### src/design/pidg_pkg.sv
// Types, constants and helper functions for the gyro damped PID block.
package pidg_pkg;

  // Configuration register indexes.
  localparam logic [2:0] REG_SETPOINT = 3'd0;
  localparam logic [2:0] REG_KP       = 3'd1;
  localparam logic [2:0] REG_KI       = 3'd2;
  localparam logic [2:0] REG_KD       = 3'd3;
  localparam logic [2:0] REG_KG       = 3'd4;

  // Shared multiplier and accumulator widths.
  localparam int MUL_A_W = 25;
  localparam int MUL_B_W = 32;
  localparam int PROD_W  = MUL_A_W + MUL_B_W;
  localparam int ACC_W   = PROD_W + 1;

  // Control law constants.
  localparam logic signed [31:0] DRIVE_LIMIT = 32'sd15000;
  localparam logic [16:0]        SEP_BAND    = 17'd300;
  localparam logic [16:0]        FULL_BAND   = 17'd100;
  localparam logic [8:0]         WEIGHT_ONE  = 9'd256;
  // 2^17 / 25 rounded up; exact floor for numerators up to 6400.
  localparam logic [12:0]        RECIP_25    = 13'd5243;

  typedef logic signed [MUL_A_W-1:0] mul_a_t;
  typedef logic signed [MUL_B_W-1:0] mul_b_t;
  typedef logic signed [PROD_W-1:0]  prod_t;

  // Taper weight floor((300 - mag) * 256 / 200) for mag in 100..300.
  function automatic logic [8:0] taper_weight(input logic [16:0] mag);
    logic [8:0]  x;
    logic [12:0] v;
    logic [25:0] p;
    x = 9'(SEP_BAND - mag);
    v = {x[7:0], 5'b00000};
    p = {13'b0, v} * {13'b0, RECIP_25};
    return p[25:17];
  endfunction

endpackage

### src/design/pidg_mul.sv
// Shared signed multiplier with a registered product.
module pidg_mul (
  input  logic             clk,
  input  pidg_pkg::mul_a_t op_a,
  input  pidg_pkg::mul_b_t op_b,
  output pidg_pkg::prod_t  prod
);

  always_ff @(posedge clk) begin
    prod <= pidg_pkg::PROD_W'(op_a) * pidg_pkg::PROD_W'(op_b);
  end

endmodule

### src/design/pid_variable_integral_gyro_damped.sv
// Top level of the PID controller with variable integral gain and gyro damping.
//
// Use: configure setpoint, kp, ki, kd and kg through the cfg channel
// (cfg_index 0..4, cfg_data 16-bit two's complement; other indexes are
// dropped; cfg_ready is always high). Write them only while the block is idle.
// Each control tick, present measured and gyro_rate with in_valid; the item
// transfers on a clock edge with in_valid high and in_stall low. One drive
// value comes back per item on the output channel, transferred on an edge
// with out_valid high and out_stall low.
// The input stays closed (in_stall high) from the transfer until the sequencer
// hands the drive to the output register; the single shared 25x32 multiplier,
// used five times per item under the sequencer, is why items cannot overlap.
// The finished drive sits in an output register, so the next item is taken
// while it waits; if the receiver stalls so long that the next result is
// ready too, the sequencer holds in its last step until the register frees.
// Reset clears the gains, setpoint, integral, last error and last drive to
// zero and empties the output register.
module pid_variable_integral_gyro_damped #(
  parameter int GAIN_FRAC_BITS = 8
) (
  input  logic               clk,
  input  logic               rst,
  input  logic               in_valid,
  output logic               in_stall,
  input  logic signed [15:0] measured,
  input  logic signed [15:0] gyro_rate,
  output logic               out_valid,
  input  logic               out_stall,
  output logic signed [31:0] drive,
  input  logic               cfg_valid,
  output logic               cfg_ready,
  input  logic [2:0]         cfg_index,
  input  logic [15:0]        cfg_data
);

  localparam int SHIFT = GAIN_FRAC_BITS + 9;
  localparam int ACC_W = pidg_pkg::ACC_W;

  // Sequencer steps.
  localparam logic [3:0] S_IDLE = 4'd0;
  localparam logic [3:0] S_ERR  = 4'd1;  // form the error
  localparam logic [3:0] S_WGT  = 4'd2;  // weight, integral, issue kp*e
  localparam logic [3:0] S_M1   = 4'd3;  // issue kd*de, add kp*e
  localparam logic [3:0] S_M2   = 4'd4;  // issue kg*gyro, add kd*de
  localparam logic [3:0] S_M3   = 4'd5;  // issue ki*w, add kg*gyro
  localparam logic [3:0] S_M4   = 4'd6;  // issue (ki*w)*integral
  localparam logic [3:0] S_M5   = 4'd7;  // add weighted integral term
  localparam logic [3:0] S_FIN  = 4'd8;  // floor, saturate, hand off

  logic [3:0] state, state_next;

  logic signed [15:0] setpoint, kp, ki, kd, kg;
  logic signed [15:0] meas_r, gyro_r;
  logic signed [16:0] e_r;
  logic signed [17:0] de_r;
  logic [8:0]         w_r;
  logic signed [ACC_W-1:0] acc;
  logic signed [31:0] error_sum, previous_drive;
  logic signed [16:0] previous_error;

  pidg_pkg::mul_a_t op_a;
  pidg_pkg::mul_b_t op_b;
  pidg_pkg::prod_t  prod;

  logic [16:0]        mag;
  logic               far, drv_high, drv_low, e_neg, e_pos, add_e;
  logic [8:0]         weight;
  logic signed [32:0] sum_ext;
  logic signed [31:0] sum_sat;
  logic signed [ACC_W-1:0] prod_ext, shifted;
  logic signed [31:0] drive_sat;
  logic               out_free;

  assign cfg_ready = 1'b1;
  assign in_stall  = (state != S_IDLE);
  assign out_free  = !out_valid || !out_stall;

  // Configuration registers.
  always_ff @(posedge clk) begin
    if (rst) begin
      setpoint <= '0;
      kp       <= '0;
      ki       <= '0;
      kd       <= '0;
      kg       <= '0;
    end else if (cfg_valid && cfg_ready) begin
      unique case (cfg_index)
        pidg_pkg::REG_SETPOINT: setpoint <= cfg_data;
        pidg_pkg::REG_KP:       kp       <= cfg_data;
        pidg_pkg::REG_KI:       ki       <= cfg_data;
        pidg_pkg::REG_KD:       kd       <= cfg_data;
        pidg_pkg::REG_KG:       kg       <= cfg_data;
        default: ;  // drop writes beyond the register list
      endcase
    end
  end

  // Integral weight selection: separation, conditional anti-windup, taper.
  always_comb begin
    mag      = e_r[16] ? 17'(-e_r) : 17'(e_r);
    e_neg    = e_r[16];
    e_pos    = !e_r[16] && (e_r != '0);
    far      = mag > pidg_pkg::SEP_BAND;
    drv_high = previous_drive > pidg_pkg::DRIVE_LIMIT;
    drv_low  = previous_drive < -pidg_pkg::DRIVE_LIMIT;
    weight   = '0;
    add_e    = 1'b0;
    if (far) begin
      weight = '0;
    end else if (drv_high) begin
      if (e_neg) begin
        weight = pidg_pkg::WEIGHT_ONE;
        add_e  = 1'b1;
      end
    end else if (drv_low) begin
      if (e_pos) begin
        weight = pidg_pkg::WEIGHT_ONE;
        add_e  = 1'b1;
      end
    end else if (mag < pidg_pkg::FULL_BAND) begin
      weight = pidg_pkg::WEIGHT_ONE;
      add_e  = 1'b1;
    end else begin
      weight = pidg_pkg::taper_weight(mag);
      add_e  = 1'b1;
    end
    // Saturating integral update.
    sum_ext = {error_sum[31], error_sum} + 33'(e_r);
    if (sum_ext[32] != sum_ext[31]) begin
      sum_sat = sum_ext[32] ? 32'sh8000_0000 : 32'sh7fff_ffff;
    end else begin
      sum_sat = sum_ext[31:0];
    end
  end

  // Operand select for the shared multiplier.
  always_comb begin
    op_a = '0;
    op_b = '0;
    unique case (state)
      S_WGT: begin
        op_a = pidg_pkg::MUL_A_W'(kp);
        op_b = pidg_pkg::MUL_B_W'(e_r);
      end
      S_M1: begin
        op_a = pidg_pkg::MUL_A_W'(kd);
        op_b = pidg_pkg::MUL_B_W'(de_r);
      end
      S_M2: begin
        op_a = pidg_pkg::MUL_A_W'(kg);
        op_b = pidg_pkg::MUL_B_W'(gyro_r);
      end
      S_M3: begin
        op_a = pidg_pkg::MUL_A_W'(ki);
        op_b = pidg_pkg::MUL_B_W'({1'b0, w_r});
      end
      S_M4: begin
        op_a = prod[pidg_pkg::MUL_A_W-1:0];
        op_b = error_sum;
      end
      default: ;
    endcase
  end

  pidg_mul u_mul (
    .clk  (clk),
    .op_a (op_a),
    .op_b (op_b),
    .prod (prod)
  );

  // Floor to integer, then saturate to signed 32 bits.
  always_comb begin
    prod_ext = ACC_W'(prod);
    shifted  = acc >>> SHIFT;
    if (shifted[ACC_W-1:31] == {(ACC_W-31){shifted[ACC_W-1]}}) begin
      drive_sat = shifted[31:0];
    end else begin
      drive_sat = shifted[ACC_W-1] ? 32'sh8000_0000 : 32'sh7fff_ffff;
    end
  end

  // Sequencer.
  always_comb begin
    state_next = state;
    unique case (state)
      S_IDLE: if (in_valid) state_next = S_ERR;
      S_ERR:  state_next = S_WGT;
      S_WGT:  state_next = S_M1;
      S_M1:   state_next = S_M2;
      S_M2:   state_next = S_M3;
      S_M3:   state_next = S_M4;
      S_M4:   state_next = S_M5;
      S_M5:   state_next = S_FIN;
      S_FIN:  if (out_free) state_next = S_IDLE;
      default: state_next = S_IDLE;
    endcase
  end

  always_ff @(posedge clk) begin
    if (rst) begin
      state <= S_IDLE;
    end else begin
      state <= state_next;
    end
  end

  // Controller state: integral, last error, last drive.
  always_ff @(posedge clk) begin
    if (rst) begin
      error_sum      <= '0;
      previous_error <= '0;
      previous_drive <= '0;
    end else begin
      if (state == S_WGT && add_e) error_sum <= sum_sat;
      if (state == S_FIN && out_free) begin
        previous_error <= e_r;
        previous_drive <= drive_sat;
      end
    end
  end

  // Datapath registers.
  always_ff @(posedge clk) begin
    if (state == S_IDLE && in_valid) begin
      meas_r <= measured;
      gyro_r <= gyro_rate;
    end
    if (state == S_ERR) e_r <= 17'(meas_r) - 17'(setpoint);
    if (state == S_WGT) begin
      de_r <= 18'(e_r) - 18'(previous_error);
      w_r  <= weight;
    end
    unique case (state) inside
      S_WGT:             acc <= '0;
      S_M1, S_M2, S_M3:  acc <= acc + (prod_ext <<< 9);
      S_M5:              acc <= acc + prod_ext;
      default: ;
    endcase
  end

  // Output register: load on finish, drop once the receiver takes it.
  always_ff @(posedge clk) begin
    if (rst) begin
      out_valid <= 1'b0;
    end else if (state == S_FIN && out_free) begin
      out_valid <= 1'b1;
    end else if (out_valid && !out_stall) begin
      out_valid <= 1'b0;
    end
  end

  always_ff @(posedge clk) begin
    if (state == S_FIN && out_free) drive <= drive_sat;
  end

endmodule

### config.mk
export PLATFORM = sky130hd
export DESIGN_NAME = pid_variable_integral_gyro_damped
export DESIGN_NICKNAME = d
export VERILOG_FILES = /design/src/design/pidg_pkg.sv /design/src/design/pidg_mul.sv /design/src/design/pid_variable_integral_gyro_damped.sv
export SDC_FILE = /design/constraint.sdc
export NUM_CORES = 2
export LEC_CHECK = 0
export ABC_AREA = 0
export CAP_MARGIN = 10
export CELL_PAD_IN_SITES_DETAIL_PLACEMENT = 0
export CELL_PAD_IN_SITES_GLOBAL_PLACEMENT = 2
export CORE_AREA = 2 2 375 377
export DETAILED_ROUTE_END_ITERATION = 7
export DIE_AREA = 0 0 377 379
export DONT_BUFFER_PORTS = 1
export HOLD_SLACK_MARGIN = 0.12
export PLACE_DENSITY_LB_ADDON = 0.1
export SKIP_LAST_GASP = 1
export SLEW_MARGIN = 10
export SYNTH_ARGS = -nofsm -noshare
export SYNTH_HDL_FRONTEND = slang
export SYNTH_SLANG_ARGS = --single-unit
### constraint.sdc
create_clock -name clk -period 9.2 [get_ports clk]
set_input_delay 1.84 -clock clk [delete_from_list [all_inputs] [get_ports clk]]
set_output_delay 1.84 -clock clk [all_outputs]
set_load 0.02 [all_outputs]
==> impl_metrics.json <==
{
  "critPathArrivalTime_ns": 9.33,
  "drtIter0Drc": 2936,
  "wl_per_cell_um": 23.5,
  "path_buf_inv": 9,
  "gr-usage-all-layers": 0.259,
  "port_buffers": 0,
  "crit_start": "state[3]",
  "antenna_found_initial": 3,
  "cp_slowest_cell": "fa_1",
  "firstDrtPassIters": 5,
  "die-area_um2": 143000,
  "cap_violations": 0,
  "crit_path_end_kind": "flip-flop",
  "async_flop_share": 0,
  "coreArea_um2": 139000,
  "timing.slew.headroom": 0.315,
  "whs_ns": 0.454,
  "cp_top_family": "adder cells",
  "clk_pin_slew_worst_paths_ns": 0.06,
  "reg2reg_slack_ns": 0.39,
  "rsz0062_at_grt": "false",
  "finalClockSkew_ns": 0.0364,
  "finalSetupViolCount": 0,
  "dp_hpwl_um": 150000,
  "crit_top_cell": "fa_1",
  "htree_levels": 2,
  "critical_path.max_fanout": 25,
  "clk_latency_ns": 0.65,
  "cts_tree": "built",
  "ys.flop_type": "dfxtp_1",
  "status": "completed",
  "cp.depth": 34,
  "synth-seq-cells": 389,
  "synth_nets": 7209,
  "r2r_end": "u_mul.prod[54]",
  "cts_buffers": 50,
  "rr_worst_depth": 34,
  "synth_area_per_cell_um2": 8.85,
  "cts-root-buf": "clkbuf_16",
  "yosys_warnings": 0,
  "synth_edf_count": 166,
  "diodes": 0,
  "syn_to_final_growth_pct": 9.32,
  "die_h_um": 379,
  "synth_area_um2": 52400,
  "initial_utilization": 0.378,
  "maxSlewViolCount": 0,
  "critPathLaunchType": "flip-flop",
  "worst_slew_pin_slew_ns": 1.03,
  "finalHoldViolations": 0,
  "r2r_start": "state[3]",
  "clock-sinks": 389,
  "hp-class": "reg -> reg",
  "grt_max_degree": 167,
  "postLayoutCoreUtil": 0.413,
  "yosysSeqAreaShare": 0.180,
  "layout.nets": 7194,
  "core.rowCount": 137,
  "fin_crit_ns": 8.81,
  "gr-total-overflow": 0,
  "p_leak_uw": 0.0272,
  "fmax_mhz": 114,
  "worst_ep_required_time_ns": 9.72,
  "irDropWorstVdd_mv": 1.01,
  "routed_wl_um": 182000,
  "viasPerCell": 5.22,
  "cts.path.max_buffers": 3,
  "finalCritPeriodShare": 0.957,
  "drcViolationCount": 0,
  "place_congestion": 0.893,
  "synthCells": 5928,
  "vias": 40500,
  "critPathCapture": "u_mul.prod[54]",
  "yosysUniqueCellTypes": 84,
  "grt_pass1_wl_um": 276000,
  "crit_type": "reg -> reg",
  "slowest_delay_ns": 0.60,
  "powerDensity_nw_per_um2": 127,
  "drtAntennaViolNets": 0,
  "p_total_uw": 7270,
  "die_w_um": 377,
  "ios": 91,
  "first_global_vias": 42500,
  "drive_above_1_share": 0.0662
}
per-stage QoR:
stage	setup WS [ns]	setup TNS (ns)	instance area, um^2	cells
floorplan	0.350	0	52400	5928
global placement	-0.0978	-0.155	55400	7655
detailed placement	-0.132	-0.242	55400	7655
CTS	0.00635	0	57100	7749
global route	0.00412	0	57300	7762
finish	0.392	0	57300	7762
cell families after synthesis:
| family | Yosys count | share of synthesized area |
|---|---|---|
| multiplexers | 8 | 0.00162 |
| AO/OA/AOI/OAI | 996 | 0.124 |
| buffers and inverters | 1221 | 0.0878 |
| other | 1 | 0.0000715 |
| AND/OR/NAND/NOR | 1830 | 0.149 |
| XOR/XNOR | 227 | 0.0379 |
| flip-flops | 389 | 0.180 |
| adder cells (fa/ha/maj) | 1256 | 0.419 |
layout by cell type (no fill, tap or decap), drive strengths merged, types with 71 or more instances in the layout:
cell    instances
xnor2         130
fa            845
inv           949
buf           206
ha            380
a21o          172
dfxtp         223
nor2          550
o21ai         118
clkbuf         71
edfxtp        166
a21oi         352
xor2           97
nand2         912
power by group:
group	switching, uW	internal [uW]
clock network	848	1160
logic	2020	1240
registers	93.0	1900
state kept, by name, indices dropped and copies added, names as in the netlist, 17 cells and up:
register        count
acc                58
previous_error     17
e_r                17
de_r               18
u_mul.prod         57
previous_drive     32
error_sum          32
drive              32
Yosys cell counts, drive strengths merged, types with 30 or more instances:
library cell	instances	share of area
inv	946	0.068
nand2	911	0.065
fa	845	0.32
nor2	550	0.040
ha	380	0.091
a21oi	352	0.034
clkbuf	248	0.018
dfxtp	223	0.085
a21o	172	0.025
edfxtp	166	0.095
xnor2	130	0.022
o21ai	118	0.011
xor2	97	0.016
a211oi	54	0.010
nand3	53	0.0051
nand4	48	0.0057
a22oi	44	0.0063
o22ai	42	0.0050
nor3	38	0.0037
and2	36	0.0043
nand2b	35	0.0042
and3	34	0.0041
a31oi	31	0.0037
maj3	31	0.0059
o21bai	30	0.0043
worst min path at each step:
stage	startpoint	endpoint	slack (ns)	cells after the start
4_1_cts	ki[8]	ki[8]	0.45	2
5_1_grt	setpoint[2]	setpoint[2]	0.47	2
6_report	previous_error[16]	previous_error[16]	0.45	2
2_1_floorplan	kd[4]	kd[4]	0.44	2
3_5_place_dp	setpoint[10]	setpoint[10]	0.44	2
3_3_place_gp	setpoint[8]	setpoint[8]	0.44	2
layout make-up:
type | count | area, um^2
Fill cell | 14200 | 81500
Multi-Input combinational cell | 4319 | 38600
Sequential cell | 389 | 9450
Inverter | 947 | 3550
Tap cell | 1807 | 2260
Timing Repair Buffer | 206 | 1770
Clock buffer | 71 | 1490
Clock inverter | 23 | 201
what timing repair did:
item | 4_1_cts | 5_1_grt
pin swaps | 0 | 4
endpoints found under the setup margin | 3 | 14
setup buffers | 0 | 12
cloned | 0 | 1
hold buffers | 0 | 0
gates resized for setup | 1 | 21
per-layer routing:
layer  GRT usage  vias to the layer above  share of wire
li1            -                    19000              -
met1       0.378                    20400           0.48
met2       0.410                      929           0.45
met3      0.0328                      161          0.048
met4      0.0531                        2          0.022
met5           0                        -       0.000071
tightest hold or removal path: cells and delay by family, from the launching register on:
kind	cells	cell delay [ns]
AO/OA/AOI/OAI	1	0.05
flip-flops	1	0.30
AND/OR/NAND/NOR	1	0.05
Power figures use the tool's default switching activity.
